<file path="config.mk">
export PLATFORM = sky130hd
export DESIGN_NAME = rgbfb_queue
export DESIGN_NICKNAME = d
export VERILOG_FILES = /design/src/rtl/rgbfb_pkg.sv /design/src/rtl/rgbfb_queue.sv
export SDC_FILE = /design/constraint.sdc
export NUM_CORES = 1
export LEC_CHECK = 0
export BUFFER_PORTS_ARGS = -buffer_cell sky130_fd_sc_hd__buf_2
export CORE_MARGIN = 4
export CORE_UTILIZATION = 25
export CTS_CLUSTER_SIZE = 14
export DETAILED_ROUTE_END_ITERATION = 7
export GPL_TIMING_DRIVEN = 1
export PLACE_DENSITY = 0.54
export SYNTH_ARGS = -nofsm -noshare
export SYNTH_HDL_FRONTEND = slang
export SYNTH_SLANG_ARGS = --single-unit
</file>
<file path="constraint.sdc">
create_clock -name clock -period 7.05 [get_ports clock]
set_input_delay 0.705 -clock clock [delete_from_list [all_inputs] [get_ports clock]]
set_output_delay 0.705 -clock clock [all_outputs]
set_load 0.005 [all_outputs]
</file>
<file path="src/rtl/rgbfb_pkg.sv">
// Shared types and constants for the RGB frame buffer with set, add and fade.
`default_nettype none

package rgbfb_pkg;

   localparam int unsigned ADDR_W      = 16;
   localparam int unsigned CHAN_W      = 8;
   localparam int unsigned PIX_W       = 3 * CHAN_W;
   localparam int unsigned PROD_W      = 2 * CHAN_W;
   localparam int unsigned QUEUE_DEPTH = 2;
   localparam int unsigned DIV_STEPS   = CHAN_W;
   localparam logic [CHAN_W-1:0] CHAN_MAX = 8'd255;

   typedef enum logic [1:0] {
      FN_SET  = 2'd0,
      FN_ADD  = 2'd1,
      FN_FADE = 2'd2,
      FN_NOP  = 2'd3
   } func_type;

   typedef enum logic [1:0] {
      ST_DONE     = 2'd0,
      ST_RANGE    = 2'd1,
      ST_ZERO_DIV = 2'd2
   } status_type;

   typedef enum logic [1:0] {
      OP_SET,
      OP_ADD,
      OP_FADE,
      OP_REPORT
   } op_type;

   typedef enum logic [3:0] {
      BK_CLEAR,
      BK_IDLE,
      BK_ADD_WR,
      BK_FD_RD,
      BK_FD_MUL,
      BK_FD_LOAD,
      BK_FD_DIV,
      BK_FD_WR
   } back_state_type;

   typedef struct packed {
      op_type            op;
      status_type        status;
      logic [ADDR_W-1:0] addr;
      logic [CHAN_W-1:0] red;
      logic [CHAN_W-1:0] green;
      logic [CHAN_W-1:0] blue;
      logic [CHAN_W-1:0] fade_mul;
      logic [CHAN_W-1:0] fade_div;
   } cmd_type;

endpackage

`default_nettype wire

</file>
<file path="src/rtl/rgbfb_queue.sv">
// Short command queue between the front end and the back end.
`default_nettype none

module rgbfb_queue
   import rgbfb_pkg::*;
(
   input  logic    clock,
   input  logic    reset,
   input  logic    push,
   input  cmd_type push_cmd,
   input  logic    pop,
   output logic    full,
   output logic    empty,
   output cmd_type head
);

   localparam int unsigned PTR_W = (QUEUE_DEPTH > 1) ? $clog2(QUEUE_DEPTH) : 1;
   localparam int unsigned CNT_W = $clog2(QUEUE_DEPTH + 1);
   localparam logic [PTR_W-1:0] LAST_PTR = PTR_W'(QUEUE_DEPTH - 1);

   cmd_type          entries_ff [QUEUE_DEPTH];
   logic [PTR_W-1:0] wr_ptr_ff, wr_ptr_in;
   logic [PTR_W-1:0] rd_ptr_ff, rd_ptr_in;
   logic [CNT_W-1:0] count_ff, count_in;

   always_comb begin
      full  = (count_ff == CNT_W'(QUEUE_DEPTH));
      empty = (count_ff == '0);
      head  = entries_ff[rd_ptr_ff];

      wr_ptr_in = wr_ptr_ff;
      rd_ptr_in = rd_ptr_ff;
      count_in  = count_ff;
      if (push) begin
         wr_ptr_in = (wr_ptr_ff == LAST_PTR) ? '0 : wr_ptr_ff + PTR_W'(1);
      end
      if (pop) begin
         rd_ptr_in = (rd_ptr_ff == LAST_PTR) ? '0 : rd_ptr_ff + PTR_W'(1);
      end
      priority if (push && !pop) begin
         count_in = count_ff + CNT_W'(1);
      end else if (pop && !push) begin
         count_in = count_ff - CNT_W'(1);
      end
   end

   always_ff @(posedge clock) begin
      if (reset) begin
         wr_ptr_ff <= '0;
         rd_ptr_ff <= '0;
         count_ff  <= '0;
      end else begin
         wr_ptr_ff <= wr_ptr_in;
         rd_ptr_ff <= rd_ptr_in;
         count_ff  <= count_in;
      end
   end

   always_ff @(posedge clock) begin
      if (push) begin
         entries_ff[wr_ptr_ff] <= push_cmd;
      end
   end

endmodule

`default_nettype wire

</file>
; ---- After elaboration in Yosys (flattened, before gate mapping)
; Memory sizes are Yosys's and may differ from the RTL's. A register that Yosys moved wholly into a read port is not among the register bits.
; Index checks and enable logic that the tools add are counted.
[totals]
mem_bits_rw = 120
latch_bits = 0
ff_bits = 4
wordCells = 23
out_inout_bits = 62
input_bits = 64
mem_count = 1
romBits = 0
[mem_list]
columns = memory, words, word_bits, read_ports, rd_clocked_by_memory_dff, write_ports, line
row1 = entries_ff, 2, 60, 1, 1, 1, rgbfb_queue.sv:21  ; cmd_type entries_ff [QUEUE_DEPTH];
[op_classes]
reduce_logical = 6
order_cmp = 0
n_mul = 0
bitwise_logic = 0
n_shift = 0
add_sub_neg = 4
n_eq_ne = 1
n_div = 0
n_mux = 8
[ops]
columns = cell, count
row1 = $mux 1, 6
row2 = $mux 2, 2
row3 = $add 1x1->1 const B, 2
row4 = $add 2x1->2 const B, 1
row5 = $eq 2x2->1 const B, 1
row6 = $logic_and 1x1->1, 2
row7 = $logic_not 1->1, 2
row8 = $logic_not 2->1, 1
row9 = $reduce_bool 2->1, 1
row10 = $sub 2x1->2 const B, 1

; ---- Depth between registers and ports, before layout
[logic_depth]
word_depth = 4
depth_mapped = 5
mapped_depth_nobuf = 5

; ---- Worst setup path after synthesis
; Ideal clock, no wire load.
[synth_path]
path_kind = input to register
startpoint = input push
endpoint = memory entries_ff[0][0] (netlist name) (enable)
slack_ps = 3216
n_path_buf = 0
required_time_ps = 6565
cell_stages = 1
setup_ps = 485
t_arrival_ps = 3349
cell_sequence = nor2b_1
[synth_between]
elab_chain_len = 2
[synth_lines]
columns = element, line
row1 = "start, declared", rgbfb_queue.sv:9  ; input logic push,
row2 = $mux 1, rgbfb_queue.sv:60  ; if (push) begin
row3 = $mux 1 (not written as such), rgbfb_queue.sv:61  ; entries_ff[wr_ptr_ff] <= push_cmd;
row4 = "end, declared", rgbfb_queue.sv:21
; Every way passes these cells.

==> flow_summary.json <==
{
  "hold_path_end": "entries_ff[0][8]$_DFFE_PP_",
  "arrival_ns": 2.02,
  "drtIter0Drc": 95,
  "slowest_stage": "buf_4",
  "relSlewSlack_pct": 43.0,
  "final_hold_viol_count": 0,
  "maxCapViolCount": 0,
  "syn_avg_cell_area_sq_um": 21.7,
  "timing.rr.start": "wr_ptr_ff$_SDFFE_PP0P_",
  "ctsRootBufferMaster": "clkbuf_16",
  "grt_pass1_vias": 2761,
  "dr_total_vias": 2361,
  "grt_max_degree": 56,
  "ant_nets": 0,
  "crit_cells": 3,
  "hold_path.class": "in2reg",
  "post-route-drc-count": 0,
  "fin_nets": 414,
  "path_delay_family": "buffers and inverters",
  "period_share_pct": 38.7,
  "cp_cell_sequence": "buf_4 -> mux2_2 -> buf_2",
  "numCtsBuffers": 17,
  "grt_use_total_pct": 9.04,
  "path_class": "reg2out",
  "ys_warn_count": 0,
  "tightest_slew_ns": 0.853,
  "status": "complete, no violations",
  "die_w_microns": 143,
  "period_minus_slack_ns": 2.73,
  "diodes": 0,
  "antenna_found_initial": 1,
  "stdcell_area_sq_um": 6010,
  "whs_ns": 0.492,
  "first_pass_iters": 4,
  "synthToLayoutAreaGrowth_pct": 32.5,
  "clock-sinks": 125,
  "worstPathBufferInverterCount": 2,
  "critical_path_peak_fanout": 55,
  "r2r_end": "entries_ff[1][40]$_DFFE_PP_",
  "initial_core_util_pct": 25.9,
  "h-tree-depth": 4,
  "io_buffers": 125,
  "post-dp-hpwl_microns": 5730,
  "vias_per_cell": 4.04,
  "synth_nets": 274,
  "num_io_pins": 126,
  "cts.clk_slew.worst_paths_ns": 0.05,
  "cts_buffer_depth": 2,
  "setup_viol": 0,
  "final_common_cell": "buf_2",
  "ff2ff_path_depth": 2,
  "fmax_ghz": 0.367,
  "end_kind": "output pin",
  "postSynthCellCount": 209,
  "p_leak_nw": 2.24,
  "grt_pass1_wl_microns": 13800,
  "gp_congestion": 0.666,
  "holdCritStartpoint": "push_cmd[8]",
  "layout_common_cells": "buf_2 (125), edfxtp_1 (120), mux2_2 (60), clkbuf_16 (17), nor2_1 (5)",
  "wirelength_microns": 8770,
  "rows": 48,
  "hold_depth": 1,
  "core_region_area_sq_um": 17500,
  "cp.required_ns": 6.34,
  "cts.repair.resized": 0,
  "vdd_drop_max_v": 0.000147,
  "drv_slew": 0,
  "drive_above_1_share_pct": 60.0,
  "synthesis.area_sq_um": 4540,
  "die_y_microns": 143,
  "ys_ff_latch": 125,
  "cpPeakStageDelay_ns": 0.64,
  "ys_types": 16,
  "wl_per_cell_microns": 15.0,
  "hold_buffers": 0,
  "overflow": 0,
  "cts_tree": "yes",
  "placed_cell_area_sq_um": 5430,
  "ys_seq_area_share_pct": 81.6,
  "r2r_slack_ns": 5.07,
  "total_power_mw": 1.90,
  "clock_latency_ns": 0.40,
  "dieArea_sq_um": 20400,
  "fin_skew_ns": 0.00810,
  "post_cts_buffers": 0,
  "power_density_nw_per_um2": 317,
  "start_kind": "flop",
  "fin_tns_setup_ns": 0,
  "rsz0062_at_grt": "no"
}
==> logic make-up (layout without fill, tap and decap cells) <==
family	count (synthesis)	in the layout	share of synthesized area, %
DFF	125	125	81.6
AOI/OAI and AO/OA	2	2	0.220
xor gates and xnor gates	4	4	0.772
adders and majority gates	1	1	0.276
muxes	60	60	14.9
and+or+nand+nor	9	9	1.02
buffers and inverters	8	159	1.19
==> sequential cells by signal, indices dropped and copies added (netlist names), named ones only <==
signal      count
rd_ptr_ff       1
entries_ff    120
wr_ptr_ff       1
count_ff        2
==> synthesized netlist by cell type <==
master | count | area [sq um]
edfxtp_1 | 120 | 3600
mux2_2 | 60 | 676
buf_4 | 6 | 45.0
dfxtp_1 | 5 | 100
nor2_1 | 5 | 18.8
xnor2_1 | 2 | 17.5
xor2_1 | 2 | 17.5
a21oi_1 | 1 | 5.00
and2_1 | 1 | 6.26
and2b_2 | 1 | 8.76
buf_2 | 1 | 5.00
ha_1 | 1 | 12.5
inv_1 | 1 | 3.75
nor2b_1 | 1 | 6.26
o21ai_0 | 1 | 5.00
or3_1 | 1 | 6.26
==> per-layer routing <==
layer  share of wire, %  track usage (%)  up-vias  wire length [microns]
li1                   -                -     1098                      -
met1                 37             9.41     1164                   3240
met2                 53             15.6       85                   4680
met3                8.2             4.19       12                    720
met4                1.4             4.00        2                    121
met5              0.080                0        -                      7
==> worst max-delay path by stage <==
stage	from	to	slack, ns
CTS	flop	head[7]	4.24
finish	flop	head[48]	4.32
floorplan	push	entries_ff[0][0]$_DFFE_PP_	3.22
global route	flop	head[47]	4.19
global placement	push	entries_ff[0][46]$_DFFE_PP_	4.53
detailed placement	push	entries_ff[0][46]$_DFFE_PP_	4.47
==> report_power, final <==
part / total, mW / switching (mW) / internal (mW)
registers: 0.879 / 0.0118 / 0.867
logic: 0.161 / 0.0794 / 0.0819
clock network: 0.862 / 0.283 / 0.580
total: 1.90 / 0.374 / 1.53
==> area by class of cell <==
| class | instances | area [sq um] |
|---|---|---|
| repair buffers | 128 | 648 |
| well taps | 225 | 282 |
| clock buffers | 19 | 433 |
| flip-flops and latches | 125 | 3700 |
| clock inverters | 11 | 150 |
| inverters | 1 | 3.75 |
| multi-input cells | 76 | 788 |
| fillers | 1700 | 11500 |
==> per-stage QoR <==
stage	std cells	util, %	worst slack, ns
floorplan	209	-	3.22
global placement	555	30.9	4.53
detailed placement	555	30.9	4.47
CTS	585	34.3	4.24
global route	585	34.3	4.19
finish	585	34.3	4.32
No activity file was read; power rests on OpenSTA's default activity.
