### src/rtl/rgbfb_pkg.sv
// Shared types and constants for the RGB frame buffer with set, add and fade.
`default_nettype none

package rgbfb_pkg;

   localparam int unsigned ADDR_W      = 16;
   localparam int unsigned CHAN_W      = 8;
   localparam int unsigned PIX_W       = 3 * CHAN_W;
   localparam int unsigned PROD_W      = 2 * CHAN_W;
   localparam int unsigned QUEUE_DEPTH = 2;
   localparam int unsigned DIV_STEPS   = CHAN_W;
   localparam logic [CHAN_W-1:0] CHAN_MAX = 8'd255;

   typedef enum logic [1:0] {
      FN_SET  = 2'd0,
      FN_ADD  = 2'd1,
      FN_FADE = 2'd2,
      FN_NOP  = 2'd3
   } func_type;

   typedef enum logic [1:0] {
      ST_DONE     = 2'd0,
      ST_RANGE    = 2'd1,
      ST_ZERO_DIV = 2'd2
   } status_type;

   typedef enum logic [1:0] {
      OP_SET,
      OP_ADD,
      OP_FADE,
      OP_REPORT
   } op_type;

   typedef enum logic [3:0] {
      BK_CLEAR,
      BK_IDLE,
      BK_ADD_WR,
      BK_FD_RD,
      BK_FD_MUL,
      BK_FD_LOAD,
      BK_FD_DIV,
      BK_FD_WR
   } back_state_type;

   typedef struct packed {
      op_type            op;
      status_type        status;
      logic [ADDR_W-1:0] addr;
      logic [CHAN_W-1:0] red;
      logic [CHAN_W-1:0] green;
      logic [CHAN_W-1:0] blue;
      logic [CHAN_W-1:0] fade_mul;
      logic [CHAN_W-1:0] fade_div;
   } cmd_type;

endpackage

`default_nettype wire

### src/rtl/rgbfb_front.sv
// Front end: accept request beats, check coordinates and divisor, build queue commands.
`default_nettype none

module rgbfb_front
   import rgbfb_pkg::*;
#(
   parameter int unsigned ROWS    = 16,
   parameter int unsigned COLUMNS = 64
) (
   input  logic        req_valid,
   output logic        req_ready,
   input  logic [1:0]  req_func,
   input  logic [7:0]  req_column,
   input  logic [7:0]  req_row,
   input  logic [7:0]  req_red,
   input  logic [7:0]  req_green,
   input  logic [7:0]  req_blue,
   input  logic [7:0]  req_fade_mul,
   input  logic [7:0]  req_fade_div,
   input  logic        q_full,
   input  logic        clearing,
   output logic        push,
   output cmd_type     push_cmd
);

   logic in_range;

   always_comb begin
      in_range  = (req_column < 8'(COLUMNS)) && (req_row < 8'(ROWS));
      req_ready = !q_full && !clearing;
      push      = req_valid && req_ready;

      push_cmd.addr     = ADDR_W'(16'(req_row) * 16'(COLUMNS)) + ADDR_W'(req_column);
      push_cmd.red      = req_red;
      push_cmd.green    = req_green;
      push_cmd.blue     = req_blue;
      push_cmd.fade_mul = req_fade_mul;
      push_cmd.fade_div = req_fade_div;
      push_cmd.op       = OP_REPORT;
      push_cmd.status   = ST_DONE;

      unique case (func_type'(req_func))
         FN_SET: begin
            if (in_range) begin
               push_cmd.op = OP_SET;
            end else begin
               push_cmd.status = ST_RANGE;
            end
         end
         FN_ADD: begin
            if (in_range) begin
               push_cmd.op = OP_ADD;
            end else begin
               push_cmd.status = ST_RANGE;
            end
         end
         FN_FADE: begin
            if (req_fade_div != 8'd0) begin
               push_cmd.op = OP_FADE;
            end else begin
               push_cmd.status = ST_ZERO_DIV;
            end
         end
         FN_NOP: begin
            push_cmd.op = OP_REPORT;
         end
      endcase
   end

endmodule

`default_nettype wire

### config.mk
export PLATFORM = sky130hd
export DESIGN_NAME = rgbfb_front
export DESIGN_NICKNAME = d
export VERILOG_FILES = /design/src/rtl/rgbfb_pkg.sv /design/src/rtl/rgbfb_front.sv
export SDC_FILE = /design/constraint.sdc
export NUM_CORES = 1
export LEC_CHECK = 0
export BUFFER_PORTS_ARGS = -buffer_cell sky130_fd_sc_hd__buf_2
export CAP_MARGIN = 20
export CORE_MARGIN = 2
export CORE_UTILIZATION = 26
export DETAILED_ROUTE_END_ITERATION = 16
export PLACE_DENSITY = 0.89
export REMOVE_ABC_BUFFERS = 1
export SYNTH_ARGS = -nofsm -noshare
export SYNTH_HDL_FRONTEND = slang
export SYNTH_SLANG_ARGS = --single-unit
### constraint.sdc
create_clock -name vclk -period 1.62
set_clock_uncertainty 0.1 [all_clocks]
set_input_delay 0.243 -clock vclk [all_inputs]
set_output_delay 0.243 -clock vclk [all_outputs]
set_load 0.03 [all_outputs]
# Word level (Yosys, flattened, before mapping)
# Index checks and enable logic that the tools add are counted.
[classes] n_addsub=1 n_lt_le_gt_ge=2 n_eq_ne=3 mux=7 reduce_logical=8
[ops] op="adder 14 x 8 -> 15 bit" n=1
[ops] op="less-than comparator 8 x 5 -> 1 bit (second input constant)" n=1
[ops] op="less-than comparator 8 x 7 -> 1 bit (second input constant)" n=1
[ops] op="one-hot mux 2 bit (4 select lines)" n=1
[ops] op="nonzero test 8 bit" n=1
[ops] op="two-way mux 2 bit" n=3
[ops] op="equality test 2 bit (second input constant)" n=2
[ops] op="one-hot mux 2 bit (2 select lines)" n=1
[ops] op="logical AND 1 bit" n=3
[ops] op="equality test 2 x 1 -> 1 bit (second input constant)" n=1
[ops] op="zero test 1 bit" n=2
[ops] op="zero test 2 bit" n=1
[ops] op="two-way mux 1 bit" n=2
[ops] op="OR reduction 2 bit" n=1
[word_totals] ff_bits=0 inputBits=61 out_inout_bits=62 elab_cells=21

# Longest topological paths before layout
# Gate-level depths: netlist of the first run.
[depth] depth_word=4 ltp_mapped=5

# Least setup slack after synthesis of the first run
# No wires, ideal clock.
[synth_path] path_type="input -> output" from="input port req_column[6]" to="output port push_cmd[52] (netlist name)" arrival_time_ps=1566 required_time_ps=1277 slack_ps=-289 stages=5 path_cell_list="ha_1 inv_1 fa_1 and3b_1 xor2_1"
[synth_rtl] item="start, declared" line="rgbfb_front.sv:13" rtl="input logic [7:0] req_column,"
[synth_rtl] item="end, declared" line="rgbfb_front.sv:23" rtl="output cmd_type push_cmd"

==> impl_metrics.py, run 1 <==
metrics = {
    "setup_path": {
        "max_stage_delay_ns": 0.35,
        "crit_path_cell_trace": "buf_6 -> ha_4 -> inv_2 -> fa_2 -> and3b_2 -> xor2_1 -> buf_4",
        "end_kind": "primary output",
        "crit_fanout": 3,
        "crit_required_ns": 1.28,
        "cpMaxStageDelayCell": "fa_2",
        "crit_path_start_kind": "input pin",
        "critPathArrivalTime_ns": 1.40,
        "crit_type": "in -> out",
    },
    "logic_synthesis": {
        "netlist_instances": 81,
        "avgSynthCellArea_um2": 7.584,
        "yosysSeqAreaShare": 0,
        "synthesis.area_um2": 614.3,
        "yosysUniqueCellTypes": 22,
        "yosysWarnings": 0,
    },
    "die": {
        "die_x_um": 52.61,
        "die_area_um2": 2768,
        "start_util": 0.2751,
        "fp.dieH_um": 52.61,
        "io_pins": 123,
        "rows": 17,
        "coreArea_um2": 2233,
    },
    "sta": {
        "fin_crit_sh": 1.077,
        "rsz0062_at_grt": "yes",
        "fin_ws_ns": -0.1250,
        "period_minus_slack_ns": 1.745,
        "final_hold_viol_count": 0,
        "slew_violations": 0,
        "fmax_mhz": 573.1,
        "setup-violations-final": 9,
    },
    "grt": {
        "grt_max_degree": 7,
        "grt_pass1_wl_mm": 3.726,
        "antenna_found_initial": 0,
        "gr-total-overflow": 0,
        "track_usage": 0.2126,
        "grt_pass1_vias": 453,
    },
    "pwr": {
        "p_leak_nw": 0.3689,
        "peakVddDrop_v": 0.0001849,
        "power.density_nw_per_um2": 349.9,
    },
    "layout": {
        "layout_commonest_cell": "buf_2",
        "post-route-util": 0.3137,
        "drive_gt1_frac": 0.7241,
        "syn_to_final_growth_pct": 14.05,
        "nNetsFinal": 153,
        "mostFrequentLayoutCells": "32 x buf_2, 12 x buf_4, 7 x buf_6",
        "n_clock_buffer": 0,
        "seqCellArea_um2": 0,
        "nFillCells": 234,
        "num_antenna_cells": 0,
        "nFlopsAndLatches": 0,
    },
    "routing": {
        "dr.pass1.iters": 3,
        "vias": 525,
        "drt_iter0_drc": 4,
        "drc": 0,
        "final_antenna_net_count": 0,
        "routed_wl_mm": 3.070,
        "wire_per_inst_um": 26.70,
        "routed_via_density": 4.565,
    },
    "min_path": {
        "worstHoldPathType": "in -> out",
    },
    "clock_tree": {
        "cts_hold_buf": 0,
    },
    "place": {
        "gp_congestion": 0.8161,
        "numPortBuffers": 46,
        "post-place-ws_ns": -0.2728,
    },
    "job": {
        "cap_violations": 0,
    },
    "run_status": {
        "status": "finished, violations left",
        "violations": "negative setup slack",
    },
}
[worst paths after layout]
kind	slack (ns)	endpoint	startpoint	depth (start not counted)
worst max-delay path	-0.13	push_cmd[52]	req_row[0]	7
worst min-delay path	0.39	push_cmd[44]	req_column[4]	0
[cell usage after synthesis]
cell,n,area [um^2]
a21boi_0,1,7.510
a21o_1,1,7.510
and2_1,1,6.260
and3_1,2,12.51
and3b_1,1,8.760
and4b_1,1,10.01
buf_4,47,352.8
conb_1,1,3.750
fa_1,1,20.02
ha_1,2,25.02
inv_1,5,18.77
nand2_1,1,3.750
nand3b_1,1,7.510
nand4_1,2,12.51
nor2_1,2,7.510
nor3_1,1,5.000
nor4_1,2,12.51
nor4_4,1,21.27
o21bai_1,1,7.510
or4_4,1,11.26
xnor2_1,5,43.79
xor2_1,1,8.760
[power by group]
| group | internal (mW) | total, mW | leakage, nW | switching [mW] |
|---|---|---|---|---|
| clock network | 0 | 0 | 0 | 0 |
| registers | 0 | 0 | 0 | 0 |
| logic | 0.103 | 0.245 | 0.369 | 0.142 |
| total | 0.103 | 0.245 | 0.369 | 0.142 |
[area by class of cell]
cell class                      instances  area (um^2)  share of cell area
Inverter                                5        18.77             0.02679
Multi-Input combinational cell         29        295.3              0.4214
Tap cell                               28        35.03             0.05000
Timing Repair Buffer                   53        351.6              0.5018
[cell families (layout without fill, tap and decap cells)]
family                     Yosys count  after routing  share of synthesized area
AOI/OAI and AO/OA                    3              3                    0.03667
xor gates and xnor gates             6              6                    0.08554
adders and majority gates            3              3                    0.07331
buffers and inverters               52             58                     0.6049
other                                1              1                   0.006104
and+or+nand+nor                     16             16                     0.1935
[per-stage QoR]
step | TNS, ns | cell area [um^2] | instances | power (mW) | hold slack (ns)
final | -0.5266 | 700.7 | 115 | 0.2451 | 0.3862
after global routing | -1.096 | 700.7 | 115 | 0.2616 | 0.3861
after CTS | -0.6576 | 669.4 | 114 | 0.2327 | 0.3865
after detailed placement | -1.276 | 549.3 | 111 | 0.2002 | 0.3865
after global placement | -1.198 | 549.3 | 111 | 0.1987 | 0.3865
after floorplan | -0.7638 | 261.5 | 34 | 0.09379 | 0.3860
[what timing repair did]
action / in CTS / in global routing
pin swaps: 7 / 6
setup endpoints to repair: 8 / 11
hold endpoints to repair: 0 / 0
cloned: 0 / 0
buffers inserted: 3 / 1
gates resized for setup: 23 / 9
[critical path, delay by kind of cell]
kind	cells	cell delay, ns
adders and majority gates	2	0.48
buffers and inverters	3	0.28
and+or+nand+nor	1	0.26
xor gates and xnor gates	1	0.13
[routing by layer]
metal / up-vias / share of wire / track usage
li1: 228 / - / -
met1: 218 / 0.17 / 0.1132
met2: 75 / 0.48 / 0.3646
met3: 4 / 0.34 / 0.3314
met4: 0 / 0.0072 / 0.01282
met5: - / 0 / 0
Note: power is estimated with default switching activity, not from simulation.
==> run 2, diff against run 1 <==
--- a/config.mk
+++ b/config.mk
@@ -10,7 +10,7 @@
 export CORE_MARGIN = 2
 export CORE_UTILIZATION = 26
 export DETAILED_ROUTE_END_ITERATION = 16
-export PLACE_DENSITY = 0.89
+export PLACE_DENSITY = 0.85
 export REMOVE_ABC_BUFFERS = 1
 export SYNTH_ARGS = -nofsm -noshare
 export SYNTH_HDL_FRONTEND = slang
==> run 2 against run 1 <==
Net effect: the run still ends with negative setup slack left; cell count shrank 2.6%; hold slack is essentially flat; die area is the same; non-clock buffer count shrank 3; utilization shrank 0.78 points; sequential cell count is the same; setup slack lost 0.053 ns; via count shrank 0.76%; critical path type unchanged.
==> impl_metrics.py, run 2 (synthesized netlist as in run 1, its figures left out) <==
metrics = {
    "routing": {
        "drc": 0,
        "routed_via_density": 4.652,
        "final_antenna_net_count": 0,
        "vias": 521,
        "routed_wl_mm": 3.153,
        "drt_iter0_drc": 2,
        "dr.pass1.iters": 3,
        "wire_per_inst_um": 28.15,
    },
    "setup_path": {
        "cp_num_buf_inv": 3,
        "crit_family": "adder cells",
        "crit_path_start_kind": "input pin",
        "crit_path_cell_trace": "buf_8 -> ha_4 -> inv_2 -> fa_2 -> and3b_2 -> xor2_1 -> buf_4",
        "critPathArrivalTime_ns": 1.45,
        "end_kind": "primary output",
        "crit_required_ns": 1.28,
        "max_stage_delay_ns": 0.35,
        "crit_fanout": 3,
        "cpMaxStageDelayCell": "fa_2",
        "crit_type": "in -> out",
    },
    "place": {
        "gp_congestion": 0.8003,
        "postPlaceCellArea_um2": 549.3,
        "numPortBuffers": 46,
        "hpwl_mm": 2.712,
        "post-place-ws_ns": -0.2876,
    },
    "sta": {
        "period_minus_slack_ns": 1.798,
        "slew_violations": 0,
        "setup-violations-final": 6,
        "fmax_mhz": 556.3,
        "fin_ws_ns": -0.1776,
        "hold_ws_ns": 0.3862,
        "fin_crit_sh": 1.110,
        "final_hold_viol_count": 0,
        "rsz0062_at_grt": "yes",
    },
    "run_status": {
        "status": "finished, violations left",
        "violations": "negative setup slack",
    },
    "min_path": {
        "worstHoldPathType": "in -> out",
    },
    "die": {
        "fp.dieH_um": 52.61,
        "io_pins": 123,
        "die_area_um2": 2768,
        "rows": 17,
        "start_util": 0.2751,
        "die_x_um": 52.61,
        "coreArea_um2": 2233,
    },
    "layout": {
        "nNetsFinal": 150,
        "n_clock_buffer": 0,
        "mostFrequentLayoutCells": "33 x buf_2, 9 x buf_4, 5 x buf_6",
        "nFillCells": 241,
        "syn_to_final_growth_pct": 11.20,
        "seqCellArea_um2": 0,
        "design_area_um2": 683.2,
        "multiInputGateArea_um2": 295.3,
        "num_antenna_cells": 0,
        "layout_commonest_cell": "buf_2",
        "drive_gt1_frac": 0.7143,
        "nFlopsAndLatches": 0,
    },
    "pwr": {
        "pwr-share-seq": 0,
        "power.density_nw_per_um2": 357.6,
        "p_total_mw": 0.2443,
        "pwr-share-clk": 0,
        "p_leak_nw": 0.3550,
        "p_int_mw": 0.1003,
        "p_sw_mw": 0.1440,
        "swShare": 0.5893,
        "pwr-share-comb": 1.000,
        "peakVddDrop_v": 0.0001880,
    },
    "grt": {
        "grt_pass1_vias": 498,
        "grt_max_degree": 7,
        "track_usage": 0.2155,
        "gr-total-overflow": 0,
        "antenna_found_initial": 0,
        "grt_pass1_wl_mm": 3.781,
    },
    "job": {
        "cap_violations": 0,
    },
}
-- run 2: changes by cell type in the layout (fill, tap and decap cells not counted), sizes merged --
cell and delta:
buf -2, clkbuf -1
-- run 2: repair_timing --
action	4_1_cts	5_1_grt
endpoints found under the setup margin	7	11
pin swaps	7	7
gates resized for setup	20	13
setup buffers	1	0
hold buffers	0	0
-- run 2: through the flow --
step	TNS, ns	cells	util
finish	-0.5535	112	0.3059
floorplan	-0.7638	34	-
global placement	-1.138	111	0.2459
global route	-0.8206	112	0.3059
detailed placement	-1.278	111	0.2459
CTS	-0.5389	112	0.2852
-- run 2: path summary, 6_finish.rpt --
kind / startpoint / end / slack [ns] / cells past startpoint
hold / removal: req_column[4] / push_cmd[44] / 0.39 / 0
setup / recovery: req_column[6] / push_cmd[52] / -0.18 / 7
-- run 2: power groups by stage --
stage | Combinational [mW] | Sequential, mW | Clock, mW
after CTS | 0.224 | 0 | 0
after global placement | 0.199 | 0 | 0
after detailed placement | 0.200 | 0 | 0
after floorplan | 0.0938 | 0 | 0
after global routing | 0.257 | 0 | 0
final | 0.244 | 0 | 0
-- run 2: layer usage --
| layer | track usage | routed length, um | vias up |
|---|---|---|---|
| met2 | 0.3833 | 1498 | 70 |
| li1 | - | - | 220 |
| met1 | 0.1233 | 634 | 223 |
| met3 | 0.2857 | 928 | 8 |
| met4 | 0.03846 | 91 | 0 |
| met5 | 0 | 0 | - |
-- run 2: final cells by class --
type               count  share of cell area
inverters              5             0.02747
multi-input cells     29              0.4322
repair buffers        50              0.4890
well taps             28             0.05128
